`src/rtl/core/pqws_pkg.sv`:
```
// Shared constants, types and register map of the PQ window lookup score core.
package pqws_pkg;

  // Parameter defaults
  localparam int DEF_MAX_SUBQ      = 8;
  localparam int DEF_MAX_CODE_BITS = 8;
  localparam int DEF_MAX_WINDOW    = 64;

  // Fixed field widths
  localparam int NODE_W  = 64;
  localparam int LUT_W   = 16;
  localparam int SCORE_W = 32;
  localparam int PADDR_W = 4;
  localparam int PDATA_W = 32;

  // Register widths
  localparam int CB_W  = 4;
  localparam int NSQ_W = 4;
  localparam int WIN_W = 7;

  // Register indexes (paddr[3:2])
  localparam logic [1:0] REG_CODE_BITS  = 2'd0;
  localparam logic [1:0] REG_SUBQ       = 2'd1;
  localparam logic [1:0] REG_WINDOW_LEN = 2'd2;

  // Reset values
  localparam logic [CB_W-1:0]  RST_CODE_BITS  = 4'd8;
  localparam logic [NSQ_W-1:0] RST_SUBQ       = 4'd8;
  localparam logic [WIN_W-1:0] RST_WINDOW_LEN = 7'd1;

  // Item opcodes
  localparam logic OP_LOAD  = 1'b0;
  localparam logic OP_SCORE = 1'b1;

  typedef struct packed {
    logic [CB_W-1:0]  code_bits;
    logic [NSQ_W-1:0] subquantizers;
    logic [WIN_W-1:0] window_len;
  } pqws_cfg_t;

  typedef struct packed {
    logic s1_valid;   // lookup data in the RAM output registers
    logic s2_valid;   // lane sum registered, waiting for the accumulator
  } pqws_pipe_t;

endpackage

```
`src/rtl/core/pqws_accum.sv`:
```
// Window accumulator, position counter and score output register.
module pqws_accum import pqws_pkg::*; #(
  parameter int MAX_SUBQ   = DEF_MAX_SUBQ,
  parameter int MAX_WINDOW = DEF_MAX_WINDOW,
  localparam int SUM_W     = LUT_W + $clog2(MAX_SUBQ) + 1
) (
  input  logic                      clk,
  input  logic                      rst,
  input  pqws_cfg_t                 cfg,
  input  logic                      sum_valid,
  input  logic [SUM_W-1:0]          lane_sum,
  output logic                      stall,
  output logic                      out_valid,
  input  logic                      out_ready,
  output logic signed [SCORE_W-1:0] score
);

  localparam int CNT_W = $clog2(MAX_WINDOW + 1);

  logic [CNT_W-1:0]   wl_eff;
  logic [CNT_W-1:0]   count;
  logic [CNT_W-1:0]   count_inc;
  logic [SCORE_W-1:0] running_sum;
  logic [SCORE_W-1:0] sum_next;
  logic               emit;
  logic               take;

  always_comb begin
    if (cfg.window_len == '0) begin
      wl_eff = CNT_W'(1);
    end else if (9'(cfg.window_len) > 9'(MAX_WINDOW)) begin
      wl_eff = CNT_W'(MAX_WINDOW);
    end else begin
      wl_eff = CNT_W'(cfg.window_len);
    end
  end

  assign count_inc = count + CNT_W'(1);
  assign emit      = count_inc >= wl_eff;
  assign sum_next  = running_sum + SCORE_W'(signed'(lane_sum));
  // Only an emitting position waits on a full output register
  assign stall     = sum_valid && emit && out_valid && !out_ready;
  assign take      = sum_valid && !stall;

  always_ff @(posedge clk) begin
    if (rst) begin
      running_sum <= '0;
      count       <= '0;
      out_valid   <= 1'b0;
    end else begin
      if (take && emit) begin
        running_sum <= '0;
        count       <= '0;
        out_valid   <= 1'b1;
      end else begin
        if (take) begin
          running_sum <= sum_next;
          count       <= count_inc;
        end
        if (out_ready) begin
          out_valid <= 1'b0;
        end
      end
    end
  end

  always_ff @(posedge clk) begin
    if (take && emit) begin
      score <= signed'(sum_next);
    end
  end

endmodule

```
`config.mk`:
```
export PLATFORM = sky130hd
export DESIGN_NAME = pqws_accum
export DESIGN_NICKNAME = d
export VERILOG_FILES = /design/src/rtl/core/pqws_pkg.sv /design/src/rtl/core/pqws_accum.sv
export SDC_FILE = /design/constraint.sdc
export NUM_CORES = 1
export LEC_CHECK = 0
export ABC_AREA = 1
export BUFFER_PORTS_ARGS = -buffer_cell sky130_fd_sc_hd__buf_2
export CELL_PAD_IN_SITES_DETAIL_PLACEMENT = 2
export CELL_PAD_IN_SITES_GLOBAL_PLACEMENT = 2
export CORE_UTILIZATION = 32
export CTS_CLUSTER_DIAMETER = 100
export DETAILED_ROUTE_END_ITERATION = 8
export PLACE_DENSITY = 0.91
export SYNTH_ARGS = -nofsm -noshare
export SYNTH_HDL_FRONTEND = slang
export SYNTH_SLANG_ARGS = --single-unit
```
`constraint.sdc`:
```
create_clock -name clk -period 3.26 [get_ports clk]
set_input_delay 0.652 -clock clk [delete_from_list [all_inputs] [get_ports clk]]
set_output_delay 0.652 -clock clk [all_outputs]
set_load 0.05 [all_outputs]
```
==> results_dict.tcl, run 1 <==
set metrics [dict create \
    status "finished, final reports clean" \
    ant_nets 0 \
    clockRootBuffer "clkbuf_16" \
    seq_area_sq_um 1760 \
    worstSetupStartpoint "cfg[4]" \
    fin_tns_setup_ps 0 \
    yosys.area.top_type "nand2_1" \
    placedInstanceArea_sq_um 5800 \
    powerDensity_nw_per_um2 576 \
    max-cap-violations 0 \
    grt_usage_pct 23.4 \
    dieArea_sq_um 16800 \
    multi_input_area_sq_um 2760 \
    leakagePower_nw 3.48 \
    wl_per_cell_um 17.1 \
    htreeDepth 3 \
    syn_inst 803 \
    critPathCaptureType "output pin" \
    ctsHoldBuffers 0 \
    power_switching_mw 1.42 \
    synth_area_sq_um 5220 \
    fin_area_sq_um 6150 \
    p_sw_share_pct 40.2 \
    yosysWarnings 0 \
    hold_violations 0 \
    startpoint_type "input pin" \
    nets 957 \
    overflow 0 \
    drc 0 \
    vias 5290 \
    firstDrtPassIters 4 \
    synth.yosys.seq_area_share_pct 33.7 \
    hp-class "reg2reg" \
    ys_ff_latch 72 \
    hpwlAfterDp_um 14300 \
    numPlacedInstances 1079 \
    antenna_cells 0 \
    arrival_ps 2450 \
    cts.clk_slew.worst_paths_ps 60 \
    area_growth_pct 17.8 \
    worstPathRequired_ps 2610 \
    grt_max_degree 26 \
    die_h_um 130 \
    finalSetupViolations 0 \
    p_int_mw 2.12 \
    fin_skew_ps 6.66 \
    clkPwrFrac_pct 29.6 \
    place_congestion 0.822 \
    fmax_mhz 323 \
    via_per_inst 4.81 \
    ioPinCount 73 \
    cts_tree "done" \
    synth.distinct_cells 30 \
    ir_drop_uv 261 \
    clock-sinks 72 \
    finalHoldWorstSlack_ps 471 \
    worstMarginPinSlew_ps 700 \
    comb_power_share_pct 37.8 \
    worstSetupPathType "in2out" \
    fp-row-count 46 \
    slew_viol_final 0 \
    slew_headroom_pct 53.3 \
    r2r_start "count[0]$_SDFFE_PP0P_" \
    die_x_um 130 \
    antenna_found_initial 0 \
    cp_max_fo 3 \
    hold_start "count[0]$_SDFFE_PP0P_" \
    cts.path.max_buffers 2 \
    first_global_vias 5773 \
    insertion_delay_ps 350 \
    grt_pass1_wl_um 29600 \
    cts_buffers 9 \
    fin_cells 1099 \
    synth_fp_nets 882 \
    final.min_clock_period_ps 3100 \
    seqPwrFrac_pct 32.6 \
    initial_utilization_pct 32.9 \
    routed_wl_um 18800 \
    drt_iter0_markers 177 \
    syn_area_per_cell_sq_um 6.50 \
    timing.final.crit_share_pct 95.0 \
    yosysTopAreaCellShare_pct 19.4 \
    drive_gt1_share_pct 11.4 \
    core_sq_um 15900 \
    fill_cells 1998 \
    io_buffers 64 \
    synth_area_leaders "nand2_1 (19%), edfxtp_1 (18%), dfxtp_1 (15%)" \
]
-- cells in the mapped netlist --
cell	n
a21o_1	3
a21oi_1	31
a21oi_2	1
a21oi_4	1
and2_1	1
buf_2	6
buf_4	3
buf_6	1
buf_8	1
dfxtp_1	40
edfxtp_1	32
fa_1	1
ha_1	39
inv_1	166
inv_2	1
nand2_1	270
nand2_2	1
nand2_4	1
nand3_1	46
nand3_2	2
nand3b_1	2
nand4_1	3
nor2_1	93
nor3_1	6
nor4_1	1
o21ai_0	27
o21ai_1	2
o21bai_1	1
xnor2_1	7
xor2_1	14
-- flip-flops by register name (all words and copies together), names as in the netlist --
| register | cells |
|---|---|
| running_sum | 32 |
| score | 32 |
| count | 7 |
| out_valid | 1 |
-- per-stage QoR --
| stage | util [%] | worst slack, ps | power, mW |
|---|---|---|---|
| final | 38.7 | 161 | 3.54 |
| after global routing | 38.7 | -0.234 | 3.75 |
| after CTS | 38.5 | 9.28 | 3.55 |
| after detailed placement | 36.5 | -20.4 | 2.46 |
| after global placement | 36.5 | 188 | 2.38 |
| after floorplan | - | 325 | 2.07 |
-- power groups by stage --
stage,registers [mW],logic [mW],clock network (mW)
after floorplan,1.30,0.773,0
after detailed placement,1.17,1.29,0
after global routing,1.16,1.49,1.10
final,1.15,1.34,1.05
after global placement,1.16,1.22,0
after CTS,1.15,1.34,1.06
-- area by class of cell --
type                    instances  share of cell area [%]
clock buffers                  11                    4.11
multi-input cells             553                    44.9
well taps                     216                    4.40
clock inverters                 5                   0.895
repair buffers                 75                    6.80
inverters                     167                    10.2
flip-flops and latches         72                    28.7
-- cell usage in the layout, fill, tap and decap left out, types with 2 or more instances in the layout --
master        n
buf_2        63
nor3_1        6
buf_4        11
nand4_1       3
o21ai_1       2
inv_1       166
clkinv_2      2
a21oi_1      31
o21ai_0      27
nand3_1      46
clkbuf_16     9
nor2_1       93
clkinvlp_4    2
ha_1         38
nand2_1     270
clkbuf_8      2
nand3_2       2
xor2_1       14
dfxtp_1      39
edfxtp_1     32
nand3b_1      2
xnor2_1       7
a21o_1        3
-- what timing repair did --
item / 4_1_cts / 5_1_grt
setup endpoints to repair: 1 / 1
buffers inserted: 1 / 3
gates resized for setup: 1 / 3
pin swaps: 1 / 2
-- cells by family after synthesis --
group,Yosys count,synth area share [%]
xor gates and xnor gates,21,3.52
adders and majority gates,40,9.73
buffers and inverters,178,13.5
and+or+nand+nor,426,32.7
DFF,72,33.7
AOI/OAI and AO/OA,66,6.81
-- routing by layer --
layer  part of all wire, %  wire [um]  track usage, %
met1                    45       8440            28.8
met2                    50       9490            42.1
met3                   3.0        570            2.87
met4                   1.7        324            8.07
met5                     0          0               0
-- path summary, 6_finish.rpt --
check	to	slack, ps	cells after the start
setup / recovery	stall	160	13
hold / removal	count[0]$_SDFFE_PP0P_	470	1
setup reg to reg	count[6]$_SDFFE_PP0P_	320	14
hold reg to reg	count[0]$_SDFFE_PP0P_	470	1
-- worst max-delay path, stage by stage --
cell	delay [ps]
buf_2	110
nor4_2	250
nand2_1	120
nand2_1	120
nand2_1	70
ha_1	300
inv_1	50
nor2_1	170
nand4_1	140
nand3_2	130
nand3_1	70
inv_1	70
buf_4	190
Power figures use the tool's default switching activity.
==> inputs of run 2 (changes only) <==
==> constraint.sdc (replaced) <==
create_clock -name clk -period 3.26 [get_ports clk]
set_input_delay 0 -clock clk [delete_from_list [all_inputs] [get_ports clk]]
set_output_delay 0 -clock clk [all_outputs]
set_load 0.05 [all_outputs]
==> results_dict.tcl, run 2 (same netlist as run 1, synthesis figures left out) <==
set metrics [dict create \
    die_x_um 130 \
    worstPathRequired_ps 3540 \
    cp_slowest_cell "dfxtp_1" \
    hold_start "lane_sum[0]" \
    final.min_clock_period_ps 2950 \
    ir_drop_uv 256 \
    antenna_found_initial 0 \
    hold_violations 0 \
    status "finished, final reports clean" \
    p_sw_share_pct 39.1 \
    routed_wl_um 19000 \
    core_sq_um 15900 \
    layout_commonest_cell "nand2_1" \
    holdPathEnd "score[0]$_DFFE_PP_" \
    fin_ws_ps 313 \
    dpl_worst_slack_ps 282 \
    numPlacedInstances 1079 \
    powerDensity_nw_per_um2 593 \
    post_cts_buffers 0 \
    min_path_cells 2 \
    total_power_mw 3.65 \
    fin_cells 1097 \
    die_h_um 130 \
    fp-row-count 46 \
    comb_power_share_pct 36.5 \
    initial_utilization_pct 32.9 \
    slew_headroom_pct 54.1 \
    ioPinCount 73 \
    worstPathCellList "ha_1, nand3_1, nor2_1, xor2_1, ha_1, a21o_1, nor2_1, nand3_2, nand3_2, nand2_4, inv_2, buf_4, o21ai_0, nor2_1" \
    clkPwrFrac_pct 31.8 \
    drive_gt1_share_pct 10.4 \
    hp-class "in2reg" \
    startpoint_type "flop" \
    fmax_mhz 339 \
    io_buffers 64 \
    reg2reg_slack_ps 310 \
    timing.final.crit_share_pct 90.4 \
    firstDrtPassIters 4 \
    arrival_ps 3230 \
    seqPwrFrac_pct 31.7 \
    wl_per_cell_um 17.3 \
    antenna_cells 0 \
    critical-path-max-stage-delay_ps 410 \
    clock-sinks 72 \
    r2r_start "count[0]$_SDFFE_PP0P_" \
    cts.clk_slew.worst_paths_ps 60 \
    max-cap-violations 0 \
    ant_nets 0 \
    fin_skew_ps 12.9 \
    htreeDepth 3 \
    worstMarginPinSlew_ps 688 \
    grt_max_degree 22 \
    grt_usage_pct 24.1 \
    rsz0062_at_grt "false" \
    seq_area_sq_um 1760 \
    critPathCaptureType "flop" \
    most-common-layout-cells "nand2_1 (270), inv_1 (166), nor2_1 (93)" \
    drc 0 \
    slew_viol_final 0 \
    multi_input_area_sq_um 2750 \
    first_global_vias 5815 \
    dieArea_sq_um 16800 \
    grt_pass1_wl_um 30400 \
    overflow 0 \
    finalSetupViolations 0 \
    reg2reg_depth 14 \
    cts_buffers 9 \
    cp_max_fo 13 \
    nets 955 \
    worstReg2RegEnd "running_sum[16]$_SDFFE_PP0P_" \
    place_congestion 0.815 \
    area_growth_pct 17.9 \
    fill_cells 2026 \
    drt_iter0_markers 178 \
    worstSetupPathType "reg2reg" \
    leakagePower_nw 3.48 \
    insertion_delay_ps 350 \
    power_switching_mw 1.43 \
    hpwlAfterDp_um 14800 \
    p_int_mw 2.22 \
    clockRootBuffer "clkbuf_16" \
    critPathMostFrequentCell "nor2_1" \
    vias 5297 \
    cts_tree "done" \
    placedInstanceArea_sq_um 5800 \
    cts.path.max_buffers 2 \
    fin_area_sq_um 6150 \
    fin_tns_setup_ps 0 \
    via_per_inst 4.83 \
    reg_top3 "running_sum x32, score x32, count x7" \
]
[run 2: metal layers]
layer  up-vias  global-route usage [%]  wire [um]
met4         0                    11.1        620
met1      2565                    29.4       8630
li1       2608                       -          -
met3        35                    2.95        408
met5         -                       0          0
met2        89                    42.2       9350
[run 2: repair_timing]
item	4_1_cts	5_1_grt
gates resized for setup	0	0
hold buffers	2	0
hold endpoints to repair	1	0
[run 2: worst max path at each step]
stage | from | slack (ps) | to | cells past startpoint
floorplan | count[0]$_SDFFE_PP0P_ | 560 | score[0]$_DFFE_PP_ | 11
global placement | count[0]$_SDFFE_PP0P_ | 490 | running_sum[22]$_SDFFE_PP0P_ | 14
detailed placement | count[0]$_SDFFE_PP0P_ | 280 | running_sum[16]$_SDFFE_PP0P_ | 14
CTS | count[0]$_SDFFE_PP0P_ | 270 | running_sum[16]$_SDFFE_PP0P_ | 14
global route | count[0]$_SDFFE_PP0P_ | 40 | running_sum[16]$_SDFFE_PP0P_ | 14
finish | count[0]$_SDFFE_PP0P_ | 310 | running_sum[16]$_SDFFE_PP0P_ | 14
[run 2: through the flow]
stage | util, % | hold WS (ps)
after floorplan | - | 69.1
after global placement | 36.5 | 181
after detailed placement | 36.5 | 192
after CTS | 38.7 | 1.15
after global routing | 38.7 | 0.711
final | 38.7 | 12.7
[run 2: area by class of cell]
class,instances,area share (%)
clock buffer,9,3.66
clock inverter,7,1.79
inverter,167,10.2
multi-input combinational,553,44.8
sequential,72,28.6
tap,216,4.39
timing repair buffer,73,6.59
[run 2: worst max-delay path, delay by kind of cell, from the launching register on]
family                   cells  cell delay (ps)
buffers and inverters        2              480
XOR/XNOR                     1              260
AO/OA/AOI/OAI                2              280
AND/OR/NAND/NOR              7              910
adder cells (fa/ha/maj)      2              540
flip-flops                   1              410
[run 2: power by group through the flow]
stage / Combinational (mW) / Clock [mW] / Sequential [mW]
after floorplan: 0.773 / 0 / 1.30
after global placement: 1.22 / 0 / 1.16
after detailed placement: 1.30 / 0 / 1.17
after CTS: 1.34 / 1.18 / 1.16
after global routing: 1.48 / 1.21 / 1.17
final: 1.33 / 1.16 / 1.16
==> inputs of run 3 (changes only) <==
Settings changed: ABC_AREA 1 to 0, CORE_UTILIZATION 32 to 34, PLACE_DENSITY 0.91 to 0.89.
==> results_dict.tcl, run 3 <==
set metrics [dict create \
    ant_nets 0 \
    critPathMostFrequentCell "ha_1" \
    startpoint_type "flop" \
    fin_area_sq_um 5410 \
    fin_skew_ps 4.22 \
    grt_usage_pct 22.2 \
    cp_max_fo 10 \
    dieArea_sq_um 13900 \
    die_x_um 118 \
    fin_tns_setup_ps 0 \
    cp_slowest_cell "or3b_4" \
    routed_wl_um 15000 \
    wl_per_cell_um 19.5 \
    synth.distinct_cells 58 \
    worstPathCellList "ha_1, nand3_1, nor2_1, xor2_1, ha_1, a21oi_1, o21ai_1, or3b_4, or4_1, o21a_1, nand2_1" \
    fmax_mhz 324 \
    drc 0 \
    cp.buffers_inverters 0 \
    slew_headroom_pct 61.4 \
    timing.final.crit_share_pct 94.8 \
    worstMarginPinSlew_ps 579 \
    cts.clk_slew.worst_paths_ps 60 \
    yosysTopAreaCellShare_pct 21.1 \
    leakagePower_nw 2.29 \
    cp_top_family "simple AND/OR/NAND/NOR gates" \
    hold_violations 0 \
    synth_common_cells "nand2_1 (80), a21oi_1 (70), dfxtp_1 (40)" \
    seq_area_sq_um 1760 \
    synth_edf_count 32 \
    fin_cells 768 \
    ys.flop_type "dfxtp_1" \
    area_growth_pct 18.6 \
    layout_commonest_cell "nand2_1" \
    synth.yosys.seq_area_share_pct 38.6 \
    core_sq_um 12800 \
    synthArstFlopShare_pct 0 \
    fill_cells 1438 \
    ys_ff_latch 72 \
    grt_max_degree 20 \
    arrival_ps 3380 \
    ir_drop_uv 235 \
    status "finished, final reports clean" \
    yosys.area.top_type "edfxtp_1" \
    drive_gt1_share_pct 17.8 \
    insertion_delay_ps 350 \
    yosysWarnings 0 \
    hpwlAfterDp_um 11200 \
    die_h_um 118 \
    syn_inst 527 \
    via_per_inst 5.56 \
    vias 4269 \
    worstSetupPathType "reg2reg" \
    critPathCaptureType "flop" \
    max-cap-violations 0 \
    io_buffers 64 \
    cts_buffers 9 \
    htreeDepth 3 \
    reg_top3 "running_sum x32, score x32, count x7" \
    clockRootBuffer "clkbuf_16" \
    antenna_found_initial 0 \
    place_congestion 0.889 \
    first_global_vias 4738 \
    multi_input_area_sq_um 2640 \
    dpl_worst_slack_ps 97.0 \
    antenna_cells 0 \
    numPlacedInstances 750 \
    initial_utilization_pct 35.5 \
    critical-path-max-stage-delay_ps 510 \
    worstPathRequired_ps 3550 \
    most-common-layout-cells "nand2_1 (80), a21oi_1 (70), buf_2 (64)" \
    clock-sinks 72 \
    syn_area_per_cell_sq_um 8.65 \
    placedInstanceArea_sq_um 5110 \
    powerDensity_nw_per_um2 566 \
    overflow 0 \
    synth_fp_nets 606 \
    drt_iter0_markers 136 \
    final.min_clock_period_ps 3090 \
    hp-class "in2reg" \
    cts.path.max_buffers 2 \
    cts_tree "done" \
    synth_most_common_cell "nand2_1" \
    slew_viol_final 0 \
    fin_ws_ps 170 \
    grt_pass1_wl_um 24300 \
    rsz0062_at_grt "false" \
    finalSetupViolations 0 \
    nets 670 \
    synth_area_sq_um 4560 \
    fp-row-count 41 \
    ioPinCount 73 \
    firstDrtPassIters 4 \
    synth_area_leaders "edfxtp_1 (21%), dfxtp_1 (18%), ha_1 (11%)" \
]
## run 3: final cells by class
cell class	instances	share of cell area, %
inverter	19	1.32
clock buffer	10	4.23
sequential	72	32.6
multi-input combinational	411	48.9
timing repair buffer	78	8.19
tap	172	3.98
clock inverter	6	0.833
## run 3: path summary, 6_finish.rpt
path                                                endpoint  slack [ps]  cells after the start                        start
worst min-delay path                  out_valid$_SDFFE_PP0P_          10                      3                    out_ready
worst max register to register  running_sum[26]$_SDFFE_PP0P_         170                     11        count[0]$_SDFFE_PP0P_
worst min register to register   running_sum[0]$_SDFFE_PP0P_         460                      2  running_sum[0]$_SDFFE_PP0P_
worst max-delay path            running_sum[26]$_SDFFE_PP0P_         170                     11        count[0]$_SDFFE_PP0P_
## run 3: routing by layer
layer  GRT usage (%)  part of all wire (%)  vias to the layer above  wire (um)
li1                -                     -                     2021          -
met1            24.3                    41                     2116       6080
met2            40.8                    53                       94       7950
met3            5.28                   3.5                       38        527
met4            8.81                   2.9                        0        437
met5               0                     0                        -          0
## run 3: where the power goes
group	internal, mW	switching [mW]
sequential	1.07	0.0447
clock	0.517	0.407
combinational	0.353	0.674
## run 3: stage by stage
step,power (mW),hold WS (ps),util [%]
6_report,3.06,10.5,42.2
3_5_place_dp,2.13,213,39.8
2_1_floorplan,1.84,69.1,-
5_1_grt,3.22,39.6,42.2
3_3_place_gp,2.05,209,39.8
4_1_cts,3.09,0.787,42.1
## run 3: repair_timing
action	in CTS	in global routing
endpoints found under the setup margin	0	2
gates resized for setup	0	2
endpoints found under the hold margin	2	0
hold buffers	2	0
setup buffers	0	0
## run 3: cells by family (layout without fill, tap and decap cells)
| kind of cell | count (synthesis) | count (layout) | synth area share, % |
|---|---|---|---|
| AND/OR/NAND/NOR | 192 | 192 | 19.7 |
| flip-flops | 72 | 72 | 38.6 |
| adder cells (fa/ha/maj) | 40 | 40 | 11.1 |
| XOR/XNOR | 37 | 37 | 7.11 |
| buffers and inverters | 44 | 113 | 3.79 |
| AO/OA/AOI/OAI | 142 | 142 | 19.6 |
## run 3: tightest hold or removal path, stage by stage
cell and delay (ps):
buf_2 80, nand2b_1 150, a21oi_1 80
